==> config.mk <==
export PLATFORM = sky130hd
export DESIGN_NAME = dpls_cell
export DESIGN_NICKNAME = d
export VERILOG_FILES = /design/src/hdl/dpls_pkg.sv /design/src/hdl/dpls_cell.sv
export SDC_FILE = /design/constraint.sdc
export NUM_CORES = 1
export LEC_CHECK = 0
export ABC_AREA = 1
export BUFFER_PORTS_ARGS = -buffer_cell sky130_fd_sc_hd__buf_2
export CORE_MARGIN = 1
export CORE_UTILIZATION = 35
export CTS_BUF_LIST = sky130_fd_sc_hd__clkbuf_16
export CTS_CLUSTER_SIZE = 24
export DETAILED_ROUTE_END_ITERATION = 16
export SYNTH_ARGS = -nofsm -noshare
export SYNTH_HDL_FRONTEND = slang
export SYNTH_SLANG_ARGS = --single-unit
==> constraint.sdc <==
create_clock -name clk_i -period 1.3 [get_ports clk_i]
set_clock_uncertainty 0.2 [all_clocks]
set_input_delay 0.195 -clock clk_i [delete_from_list [all_inputs] [get_ports clk_i]]
set_output_delay 0.195 -clock clk_i [all_outputs]
set_load 0.01 [all_outputs]
==> src/hdl/dpls_pkg.sv <==
// dithered pwm level sequencer: shared types and constants
// used by the channel interfaces, the sequencer, the cells and the top level
package dpls_pkg;

  localparam int unsigned VALUE_W = 20;
  localparam int unsigned LEVEL_W = 16;
  localparam int unsigned SLOT_W  = 4;
  localparam int unsigned WORD_W  = 2 * LEVEL_W;
  // only the low 24 bits of the error feed the quantizer
  localparam int unsigned ERR_W   = 24;
  localparam int unsigned FRAC_W  = 8;

  localparam logic [ERR_W-1:0] ERR_SEED = ERR_W'(127);

  // request kinds
  localparam logic KIND_SET  = 1'b0;
  localparam logic KIND_TICK = 1'b1;

  // halfword select
  localparam logic CHAN_UPPER = 1'b0;
  localparam logic CHAN_LOWER = 1'b1;

  // control shared by every cell of the chain
  typedef struct packed {
    logic               run;
    logic               first;
    logic               rotate;
    logic               chan;
    logic [VALUE_W-1:0] value;
  } dpls_cell_ctrl_t;

endpackage

==> src/hdl/dpls_cell.sv <==
// one slot cell of the level ring: holds a 32-bit level word, runs one
// error diffusion step when the token or a set's injection reaches it; depends on dpls_pkg
module dpls_cell
  import dpls_pkg::*;
(
  input  logic              clk_i,
  input  logic              rst_ni,
  input  dpls_cell_ctrl_t   ctrl_i,
  input  logic              inject_i,
  input  logic              tok_i,
  input  logic [ERR_W-1:0]  err_i,
  input  logic [WORD_W-1:0] word_nb_i,
  output logic              tok_o,
  output logic [ERR_W-1:0]  err_o,
  output logic [WORD_W-1:0] word_o
);

  logic              proc;
  logic [ERR_W-1:0]  err_in;
  logic [ERR_W-1:0]  value_ext;
  logic [ERR_W-1:0]  diff;
  logic [LEVEL_W-1:0] level;
  logic [ERR_W-1:0]  err_d;
  logic [ERR_W-1:0]  err_q;
  logic              tok_q;
  logic [WORD_W-1:0] word_q;

  // diffusion step: quantize, then carry the residue on
  assign proc      = ctrl_i.run && (inject_i || tok_i);
  assign err_in    = inject_i ? ERR_SEED : err_i;
  assign value_ext = ERR_W'(ctrl_i.value);
  assign diff      = value_ext - err_in;
  assign level     = diff[FRAC_W +: LEVEL_W];
  assign err_d     = err_in + {level, {FRAC_W{1'b0}}} - value_ext;

  // word storage, token and error hand-off
  always_ff @(posedge clk_i or negedge rst_ni) begin
    if (!rst_ni) begin
      word_q <= '0;
      tok_q  <= 1'b0;
    end else begin
      tok_q <= proc;
      if (ctrl_i.rotate) begin
        word_q <= word_nb_i;
      end else if (proc) begin
        if (ctrl_i.chan == CHAN_UPPER) begin
          word_q[WORD_W-1:LEVEL_W] <= level;
        end else begin
          word_q[LEVEL_W-1:0] <= level;
        end
      end
    end
  end

  always_ff @(posedge clk_i) begin
    if (proc) begin
      err_q <= err_d;
    end
  end

  assign tok_o  = tok_q;
  assign err_o  = err_q;
  assign word_o = word_q;

endmodule

==> results by group, run 1 <==
Run status
  – Status: finished, violations left
  – Failing checks: setup timing

Yosys
  – Main flop type after synthesis: dfrtp_1
  – Library cells used by synthesis: 40
  – Synth Area in Simple Gates: 23.93%
  – Warnings, synthesis: 0
  – Post-Synth Adder-Cell Area: 18.49%
  – Post-synth EDFFs: 24
  – Mux share of post-synthesis cell area: 0%
  – Seq cells post-synth: 57
  – Largest family of logic cells by synthesized area: simple AND/OR/NAND/NOR gates
  – Post-Syn Nets: 924
  – Synth Area in Compound Gates: 14.48%
  – Cell Area, Synth: 5563 um2
  – Synth Area in XOR/XNOR: 5.735%
  – Seq/Total Area, Yosys: 27.80%
  – Syn_area_per_cell: 7.272 um2
  – Synthesized instance count: 765
  – Ys async rst share: 57.89%

Routing
  – First DRT Iteration DRCs: 435
  – Routed WL: 22230 um
  – Via Count: 6862
  – ANT nets after route: 0
  – Vias per std cell: 4.863
  – DRC Markers: 0
  – Routed len/inst: 15.75 um
  – Drt pass-1 iters: 5

Timing
  – Hold Vio Cnt, Final: 0
  – Max Freq: 274.1 MHz
  – Final period util: 280.7%
  – Max Transition Viols Final: 0
  – Unrepaired setup endpoints after global routing: true
  – Max-slew headroom: 78.29%
  – Fin worst setup slack: -2.349 ns
  – Final critical-path required period: 3.649 ns
  – Final Setup Violations: 54
  – Slew @ Worst Pin: 0.3234 ns

Placed design
  – RePlAce Congestion: 0.8854
  – Placed Cells: 1319
  – IO Port Bufs: 139
  – Pre-CTS setup slack: -2.935 ns
  – Final HPWL DP: 14770 um

Hold path
  – Hold Crit Class: input pin to flip-flop

Worst setup path
  – Req. time, crit path: 1.19 ns
  – Crit. End Element: flip-flop
  – Crit-path slowest cell: fa_1
  – Critical path arrival: 3.54 ns
  – Setup CP Type: input pin to flip-flop
  – Worst path max stage delay: 0.45 ns
  – Cell Chain, Critical Path: buf_16, inv_12, nand2_2, inv_2, ha_4, buf_4, nand2_2, inv_1, a21oi_2, o21ai_1, a21oi_2, buf_4, fa_1, xnor2_1, ha_2, inv_2, o21ai_4, o21bai_4, buf_4, a21oi_2, nand3_1, nand2_1, nand2_1
  – Max FO, Critical Path: 5
  – Worst setup SP type: input pin

Global route
  – Initial antenna violation count: 0
  – Global route overflow: 0
  – Largest net degree at the start of global routing: 34
  – Global-route wire length before repair: 31950 um
  – Global-route usage over all layers: 25.16%
  – Vias in the first global route: 6689

Clock network
  – CTS tree: done
  – Clock slew seen by the registers of the worst setup and hold paths: 0.06 ns
  – CTS Root Cell: clkbuf_16
  – H-tree levels: 3
  – CTS Buffer Depth: 2
  – Clock latency on the worst-skew pair: 0.34 ns
  – TritonCTS Buffers: 9
  – Clock Sinks: 57

Run
  – MaxCap Viol Count: 0

Pwr
  – Static leakage: 5.395 nW
  – Total Power: 13.85 mW
  – VDD IR-drop max: 0.9895 mV
  – Pwr Density: 1245 nW/um2

Cells and area
  – Layout Cells excl Fill: 1411
  – Most frequent cells in the layout: buf_4, buf_2, nand2_1
  – Most common cell after layout, fill and taps aside: buf_4
  – Layout cells sized above 1: 62.83%
  – N_diodes: 0
  – # nets final: 1354
  – Layout area overhead: 99.87%

Floorplanning
  – Placement row count: 45
  – Boundary pin count: 141
  – Core Footprint: 15370 um2
  – Die ar.: 16400 um2
  – Initial core utilization: 36.19%
  – Die H: 128.1 um
  – Die X: 128.1 um
[registers in the layout, summed over array words and instances, names as in the netlist]
register / flops
tok_o: 1
err_o: 24
word_o: 32
[worst max-delay path: cells and delay by family]
family / cells / cell delay (ns)
adders and majority gates: 3 / 1.00
buffers and inverters: 8 / 0.85
AOI/OAI and AO/OA: 6 / 0.81
and+or+nand+nor: 5 / 0.43
xor gates and xnor gates: 1 / 0.22
[cell usage after synthesis (all sizes together), types with 12 or more instances]
cell / count / share of area [%]
nand2: 191 / 14
inv: 123 / 8.4
a21oi: 79 / 7.2
nor2: 69 / 4.7
ha: 63 / 14
o21ai: 53 / 4.8
dfrtp: 33 / 15
nand3: 28 / 2.7
edfxtp: 24 / 13
xor2: 18 / 3.4
xnor2: 15 / 2.4
fa: 12 / 4.3
[where the power goes]
part	switching [mW]	internal [mW]	total [mW]
Combinational	4.47	4.24	8.72
Sequential	0.143	2.40	2.54
Clock	0.893	1.69	2.58
[worst paths after layout]
path                             from    endpoint  slack, ns  cells past startpoint
min reg2reg                 word_o[4]   word_o[4]       0.29                      2
max                          inject_i   err_o[18]      -2.35                     23
max in group asynchronous      rst_ni  word_o[19]       0.58                      3
max reg2reg                word_o[15]  word_o[15]       0.26                      2
min                         err_i[23]  word_o[15]        0.1                      5
min in group asynchronous      rst_ni   word_o[9]       0.14                      3
[what timing repair did]
action,CTS,global route
setup endpoints to repair,79,64
endpoints found under the hold margin,65,0
gates cloned,2,0
buffers inserted,41,24
hold buffers,33,0
pin swaps,103,124
gates resized for setup,288,172
[through the flow]
step                area, um2  utilization (%)  hold slack (ns)  setup TNS (ns)
floorplan                5919                -          -0.3006          -78.83
global placement         8471            55.11         -0.03347         -115.41
detailed placement       8471            55.11         -0.03502         -118.61
CTS                     10380            67.53          0.06304          -73.77
global route            11120            72.33          0.09269          -81.96
finish                  11120            72.33          0.09952          -76.38
[final cells by class]
| cell class | instances | area [um2] |
|---|---|---|
| fill | 995 | 4253 |
| sequential | 57 | 1546 |
| multi-input combinational | 570 | 5124 |
| timing repair inverter | 1 | 11.26 |
| tap | 211 | 264.0 |
| timing repair buffer | 432 | 3343 |
| inverter | 124 | 503.0 |
| clock inverter | 7 | 101.3 |
| clock buffer | 9 | 225.2 |
[cells by family after synthesis]
family	after synthesis
DFF	57
and+or+nand+nor	311
buffers and inverters	138
xor gates and xnor gates	33
adders and majority gates	75
AOI/OAI and AO/OA	151
[per-layer routing]
layer	track usage, %	vias up	wire length [um]
met5	0	-	0
met4	10.31	0	792
met1	32.76	3256	9616
met3	3.464	68	826
li1	-	3316	-
met2	41.94	222	10990
No activity file was read; power rests on OpenSTA's default activity.
==> run 2: changes to the inputs <==
--- a/config.mk
+++ b/config.mk
@@ -5,7 +5,6 @@
 export SDC_FILE = /design/constraint.sdc
 export NUM_CORES = 1
 export LEC_CHECK = 0
-export ABC_AREA = 1
 export BUFFER_PORTS_ARGS = -buffer_cell sky130_fd_sc_hd__buf_2
 export CORE_MARGIN = 1
 export CORE_UTILIZATION = 35
==> results by group, run 2 <==
Routing
  – Via Count: 5815 (-15%)
  – Routed len/inst: 15.85 um (+0.63%)
  – ANT nets after route: 0 (unchanged)
  – First DRT Iteration DRCs: 285 (-34%)
  – Drt pass-1 iters: 6 (+1)
  – Vias per std cell: 4.936 (+1.5%)
  – DRC Markers: 0 (unchanged)
  – Routed WL: 18670 um (-16%)

Global route
  – Largest net degree at the start of global routing: 42 (+24%)
  – Global-route wire length before repair: 28620 um (-10%)
  – Initial antenna violation count: 0 (unchanged)
  – Global-route usage over all layers: 23.11% (-2.0 points)
  – Global route overflow: 0 (unchanged)
  – Vias in the first global route: 6022 (-10%)

Timing
  – Max-slew headroom: 75.06% (-3.2 points)
  – Final period util: 330.7% (+50 points)
  – Final Setup Violations: 54 (unchanged)
  – Max Freq: 232.6 MHz (-15%)
  – Max Transition Viols Final: 0 (unchanged)
  – Unrepaired setup endpoints after global routing: true
  – Fin worst setup slack: -2.999 ns (-0.6503 ns)
  – Slew @ Worst Pin: 0.3740 ns (+0.05060 ns)
  – Hold WS: 0.06964 ns (-0.02988 ns)
  – Hold Vio Cnt, Final: 0 (unchanged)
  – Setup TNS: -96.32 ns (-19.94 ns)
  – Final critical-path required period: 4.299 ns (+0.6503 ns)

Hold path
  – Worst Hold End: tok_o
  – Hold Crit Class: input pin to flip-flop
  – Worst hold stages: 3 (-2)
  – Hold path startpoint: tok_i

Cells and area
  – # nets final: 1148 (-15%)
  – Layout Cells excl Fill: 1178 (-17%)
  – Most frequent cells in the layout: buf_4, buf_2, nand2_1
  – N_diodes: 0 (unchanged)
  – Fin area: 9736 um2 (-12%)
  – Layout Utilization: 66.23% (-6.1 points)
  – Most common cell after layout, fill and taps aside: buf_4
  – Layout cells sized above 1: 55.43% (-7.4 points)
  – Reg area: 1546 um2 (unchanged)
  – Max FFs per register: 32 (unchanged)
  – Fillers: 1094 (+9.9%)
  – Layout area overhead: 82.95%
  – Area occupied by multi-input gates: 4518 um2 (-12%)

Worst setup path
  – Crit. End Element: flip-flop
  – Worst r2r src: word_o[16]
  – Reg2reg setup slack: 0.26 ns (about the same)
  – Worst setup SP type: input pin
  – Critical path arrival: 4.18 ns (+0.64 ns)
  – Max FO, Critical Path: 6 (+1)
  – Req. time, crit path: 1.18 ns (about the same)
  – Cells on worst reg2reg path: 3 (+1)
  – FF-to-FF End: word_o[16]
  – Setup CP Type: input pin to flip-flop

Run
  – MaxCap Viol Count: 0 (unchanged)

Floorplanning
  – Placement row count: 44 (-2.2%)
  – Initial core utilization: 36.20% (about the same)
  – Die X: 125.3 um (-2.2%)
  – Die H: 125.3 um (-2.2%)
  – Die ar.: 15700 um2 (-4.3%)
  – Core Footprint: 14700 um2 (-4.4%)
  – Boundary pin count: 141 (unchanged)

Yosys
  – Synthesized instance count: 607 (-21%)
  – Seq cells post-synth: 57 (unchanged)
  – Syn_area_per_cell: 8.767 um2 (+21%)
  – Area share of the largest cell type after synthesis: 15.52% (+0.67 points)
  – Cell Area, Synth: 5321 um2 (-4.3%)
  – Library cells used by synthesis: 68 (+70%)
  – Area contributors post-synth: dfrtp_1, ha_1, edfxtp_1, a21oi_1, fa_1
  – Post-synth top area cell: dfrtp_1
  – Post-synth EDFFs: 24 (unchanged)
  – Post-synth top cells: ha_1, nand2_1, inv_1
  – Ys async rst share: 57.89% (unchanged)
  – Warnings, synthesis: 0 (unchanged)
  – Main flop type after synthesis: dfrtp_1
  – Seq/Total Area, Yosys: 29.06% (+1.3 points)
  – Post-Syn Nets: 766 (-17%)
  – Cell with the most instances after synthesis: ha_1

Placed design
  – Final HPWL DP: 13020 um (-12%)
  – RePlAce Congestion: 0.8986 (+1.5%)
  – Placed cell area: 7796 um2 (-8.0%)
  – Pre-CTS setup slack: -3.548 ns (-0.6135 ns)
  – IO Port Bufs: 139 (unchanged)
  – Placed Cells: 1093 (-17%)

Clock network
  – H-tree levels: 3 (unchanged)
  – CTS Root Cell: clkbuf_16
  – CTS tree: done
  – TritonCTS Buffers: 9 (unchanged)
  – Clock latency on the worst-skew pair: 0.34 ns (about the same)
  – Clock slew seen by the registers of the worst setup and hold paths: 0.06 ns (about the same)
  – Clock Sinks: 57 (unchanged)
  – CTS Buffer Depth: 2 (unchanged)

Pwr
  – Static leakage: 4.709 nW (-13%)
  – Total Power: 11.96 mW (-14%)
  – VDD IR-drop max: 0.7122 mV (-28%)
  – Pwr Density: 1229 nW/um2 (-1.3%)

Run status
  – Failing checks: setup timing
  – Status: finished, violations left
[run 2: metal layers]
metal | vias up | global-route usage [%] | part of all wire, %
li1 | 2860 | - | -
met1 | 2717 | 26.95 | 42
met2 | 188 | 40.55 | 49
met3 | 50 | 5.220 | 5.5
met4 | 0 | 10.11 | 3.4
met5 | - | 0 | 0
[run 2: worst max-delay path, stage by stage]
cell      delay, ns
buf_12         0.11
or2_4          0.24
ha_4           0.21
nor2b_4        0.13
o211ai_1       0.22
a21boi_2       0.13
o41ai_4        0.26
o21ai_2        0.12
o41ai_2        0.27
fa_1           0.54
xnor2_2        0.19
ha_1           0.30
nand4_1        0.19
or2_1          0.30
o221a_2        0.28
nand3_4        0.08
mux2i_1        0.18
nor3_1         0.08
xor2_1         0.15
[run 2: kinds of logic after synthesis]
| group | after synthesis | share of synthesized area, % |
|---|---|---|
| muxes | 10 | 1.881 |
| and+or+nand+nor | 181 | 16.62 |
| AOI/OAI and AO/OA | 166 | 20.27 |
| adders and majority gates | 79 | 20.13 |
| buffers and inverters | 74 | 5.455 |
| DFF | 57 | 29.06 |
| xor gates and xnor gates | 40 | 6.584 |
[run 2: cell type report]
class / instances / area share [%]
clock buffers: 10 / 2.570
clock inverters: 6 / 0.3727
inverters: 53 / 2.095
multi-input cells: 476 / 46.41
flip-flops and latches: 57 / 15.88
well taps: 184 / 2.365
repair buffers: 392 / 30.30
[run 2: worst max path at each step]
| stage | start | endpoint | slack (ns) | depth (start not counted) |
|---|---|---|---|---|
| final | inject_i | err_o[23] | -3.00 | 19 |
| after global routing | inject_i | err_o[23] | -3.10 | 19 |
| after CTS | inject_i | err_o[23] | -2.86 | 18 |
| after detailed placement | inject_i | err_o[23] | -3.55 | 19 |
| after global placement | inject_i | err_o[23] | -3.47 | 19 |
| after floorplan | inject_i | err_o[23] | -3.12 | 19 |
[run 2: where the power goes]
| part | internal (mW) | total (mW) | switching, mW |
|---|---|---|---|
| Clock | 1.40 | 2.35 | 0.942 |
| Combinational | 3.75 | 7.10 | 3.35 |
| Sequential | 2.38 | 2.51 | 0.129 |
| Total | 7.54 | 12.0 | 4.42 |
[run 2: timing repair]
action,4_1_cts,5_1_grt
resized for setup,127,139
gates cloned,1,0
pin swaps,75,99
hold buffers,34,0
buffers inserted,33,33
endpoints found under the hold margin,65,0
setup endpoints to repair,79,81
==> run 3: changes to the inputs <==
--- a/config.mk
+++ b/config.mk
@@ -7,7 +7,7 @@
 export LEC_CHECK = 0
 export BUFFER_PORTS_ARGS = -buffer_cell sky130_fd_sc_hd__buf_2
 export CORE_MARGIN = 1
-export CORE_UTILIZATION = 35
+export CORE_UTILIZATION = 30
 export CTS_BUF_LIST = sky130_fd_sc_hd__clkbuf_16
 export CTS_CLUSTER_SIZE = 24
 export DETAILED_ROUTE_END_ITERATION = 16
==> constraint.sdc (replaced) <==
create_clock -name clk_i -period 4.4 [get_ports clk_i]
set_clock_uncertainty 0.2 [all_clocks]
set_input_delay 0.66 -clock clk_i [delete_from_list [all_inputs] [get_ports clk_i]]
set_output_delay 0.66 -clock clk_i [all_outputs]
set_load 0.01 [all_outputs]
==> results by group, run 3 (synthesis gave the netlist of run 2 again) <==
Cells and area
  – Max FFs per register: 32 (unchanged)
  – Layout cells sized above 1: 44.47% (-11 points)
  – Most frequent cells in the layout: buf_4, buf_2, nand2_1
  – Most common cell after layout, fill and taps aside: buf_4
  – Layout area overhead: 53.70%
  – Layout Utilization: 47.29% (-19 points)
  – Fillers: 1679 (+53%)
  – N_diodes: 0 (unchanged)
  – # nets final: 1049 (-8.6%)

Worst setup path
  – Req. time, crit path: 4.28 ns (+3.10 ns)
  – Worst r2r src: word_o[30]
  – Worst setup SP type: input pin
  – Max FO, Critical Path: 7 (+1)
  – Critical path arrival: 4.55 ns (+0.37 ns)
  – Crit. End Element: flip-flop
  – Setup CP Type: input pin to flip-flop
  – Critical Path Start: inject_i

Pwr
  – Total Power: 3.200 mW (-73%)
  – Net Sw Frac: 35.34% (-1.6 points)
  – Int Pwr: 2.069 mW (-73%)
  – Seq pwr share: 23.0% (+2.0 points)
  – Clock power frac: 24.5% (+4.9 points)
  – Psw: 1.131 mW (-74%)
  – Static leakage: 4.116 nW (-13%)
  – Gate power share: 52.5% (-6.9 points)
  – VDD IR-drop max: 0.2264 mV (-68%)
  – Pwr Density: 391.3 nW/um2 (-68%)

Placed design
  – Pre-CTS setup slack: -0.9111 ns (+2.637 ns)
  – RePlAce Congestion: 0.9004 (+0.20%)
  – Final HPWL DP: 13120 um (+0.70%)
  – IO Port Bufs: 139 (unchanged)

Clock network
  – TritonCTS Buffers: 9 (unchanged)
  – Clock Sinks: 57 (unchanged)
  – Clock slew seen by the registers of the worst setup and hold paths: 0.06 ns (about the same)
  – H-tree levels: 3 (unchanged)
  – CTS Buffer Depth: 2 (unchanged)
  – CTS Root Cell: clkbuf_16
  – CTS tree: done
  – Clock latency on the worst-skew pair: 0.34 ns (about the same)

Floorplanning
  – Placement row count: 48 (+9.1%)
  – Die ar.: 18280 um2 (+16%)
  – Initial core utilization: 30.77% (-5.4 points)
  – Core Footprint: 17300 um2 (+18%)
  – Boundary pin count: 141 (unchanged)
  – Die H: 135.2 um (+7.9%)
  – Die X: 135.2 um (+7.9%)

Timing
  – Slew @ Worst Pin: 0.9658 ns (+0.5918 ns)
  – Final period util: 106.2%
  – Hold Vio Cnt, Final: 0 (unchanged)
  – Final Setup Violations: 10 (-81%)
  – Setup TNS: -1.173 ns (+95.15 ns)
  – Fin worst setup slack: -0.2711 ns (+2.728 ns)
  – Final critical-path required period: 4.671 ns
  – Max-slew headroom: 35.61% (-39 points)
  – Unrepaired setup endpoints after global routing: true
  – Max Freq: 214.1 MHz
  – Max Transition Viols Final: 0 (unchanged)

Routing
  – DRC Markers: 0 (unchanged)
  – ANT nets after route: 0 (unchanged)
  – First DRT Iteration DRCs: 279 (-2.1%)
  – Routed len/inst: 14.36 um (-9.4%)
  – Vias per std cell: 4.605 (-6.7%)
  – Via Count: 5158 (-11%)
  – Routed WL: 16090 um (-14%)
  – Drt pass-1 iters: 4 (-2)

Global route
  – Largest net degree at the start of global routing: 69 (+64%)
  – Global-route usage over all layers: 17.72% (-5.4 points)
  – Initial antenna violation count: 0 (unchanged)
  – Global-route wire length before repair: 24780 um (-13%)
  – Vias in the first global route: 4883 (-19%)
  – Global route overflow: 0 (unchanged)

Run
  – MaxCap Viol Count: 0 (unchanged)

Run status
  – Status: finished, violations left
  – Failing checks: setup timing

Hold path
  – Hold Crit Class: input pin to async pin
[run 3: cell types whose count changed in the layout (fill, tap and decap cells not counted), moves of 22 or more]
cell | previous run | this run
dlygate4sd3_1 | 34 | 0
o21ai_1 | 37 | 6
a21oi_1 | 18 | 40
nor2_1 | 13 | 35
buf_6 | 50 | 4
o21ai_0 | 4 | 41
[run 3: path summary, 6_finish.rpt]
| check | slack, ns | to | cells after the start |
|---|---|---|---|
| hold reg to reg | 0.34 | word_o[15] | 2 |
| min in group clk_i | 0.32 | word_o[14] | 3 |
| hold / removal | 0.18 | word_o[23] | 1 |
| setup reg to reg | 3.44 | word_o[30] | 2 |
| setup / recovery | -0.27 | err_o[23] | 22 |
| max in group asynchronous | 3.34 | word_o[27] | 1 |
[run 3: what timing repair did]
action,in CTS,in global routing
buffers inserted,2,4
endpoints found under the setup margin,14,14
gates resized for setup,34,28
pin swaps,36,16
hold buffers,0,0
gates cloned,1,0
[run 3: power by group through the flow]
stage               sequential (mW)  combinational, mW  clock, mW
floorplan                     0.805              0.819          0
global placement              0.747               1.54          0
detailed placement            0.746               1.55          0
CTS                           0.736               1.61      0.798
global route                  0.747               1.84      0.820
finish                        0.735               1.68      0.784
[run 3: area by class of cell]
class	instances	area [um2]	share of cell area [%]
clock buffer	9	225.2	2.754
inverter	53	198.9	2.432
timing repair buffer	293	1902	23.25
clock inverter	7	101.3	1.239
sequential	57	1546	18.91
tap	225	281.5	3.442
multi-input combinational	476	3924	47.97
[run 3: critical path, stage by stage]
cell      delay, ns
buf_12         0.12
or2_4          0.24
ha_4           0.21
nor2b_4        0.13
o211ai_1       0.20
a21boi_2       0.12
o41ai_4        0.27
buf_4          0.20
nor2_4         0.04
nor4b_2        0.27
buf_4          0.16
nor2_1         0.04
ha_1           0.34
xor2_1         0.19
ha_1           0.33
a21o_1         0.20
a21oi_2        0.15
inv_1          0.06
or2_2          0.28
mux2i_1        0.13
nor3_1         0.07
xor2_1         0.13
[run 3: stage by stage]
step / std cells / hold WS [ns] / cell area (um2)
6_report: 1120 / 0.1839 / 8179
3_3_place_gp: 1097 / 0.3184 / 7488
2_1_floorplan: 607 / 0.1644 / 5533
3_5_place_dp: 1097 / 0.3290 / 7488
4_1_cts: 1116 / 0.1985 / 8001
5_1_grt: 1120 / 0.2312 / 8179
[run 3: metal layers]
metal	global-route usage (%)	vias to the layer above	share of wire, %
li1	-	2667	-
met1	23.86	2342	47
met2	27.75	125	45
met3	3.853	24	4.6
met4	6.492	0	2.7
met5	0	-	0
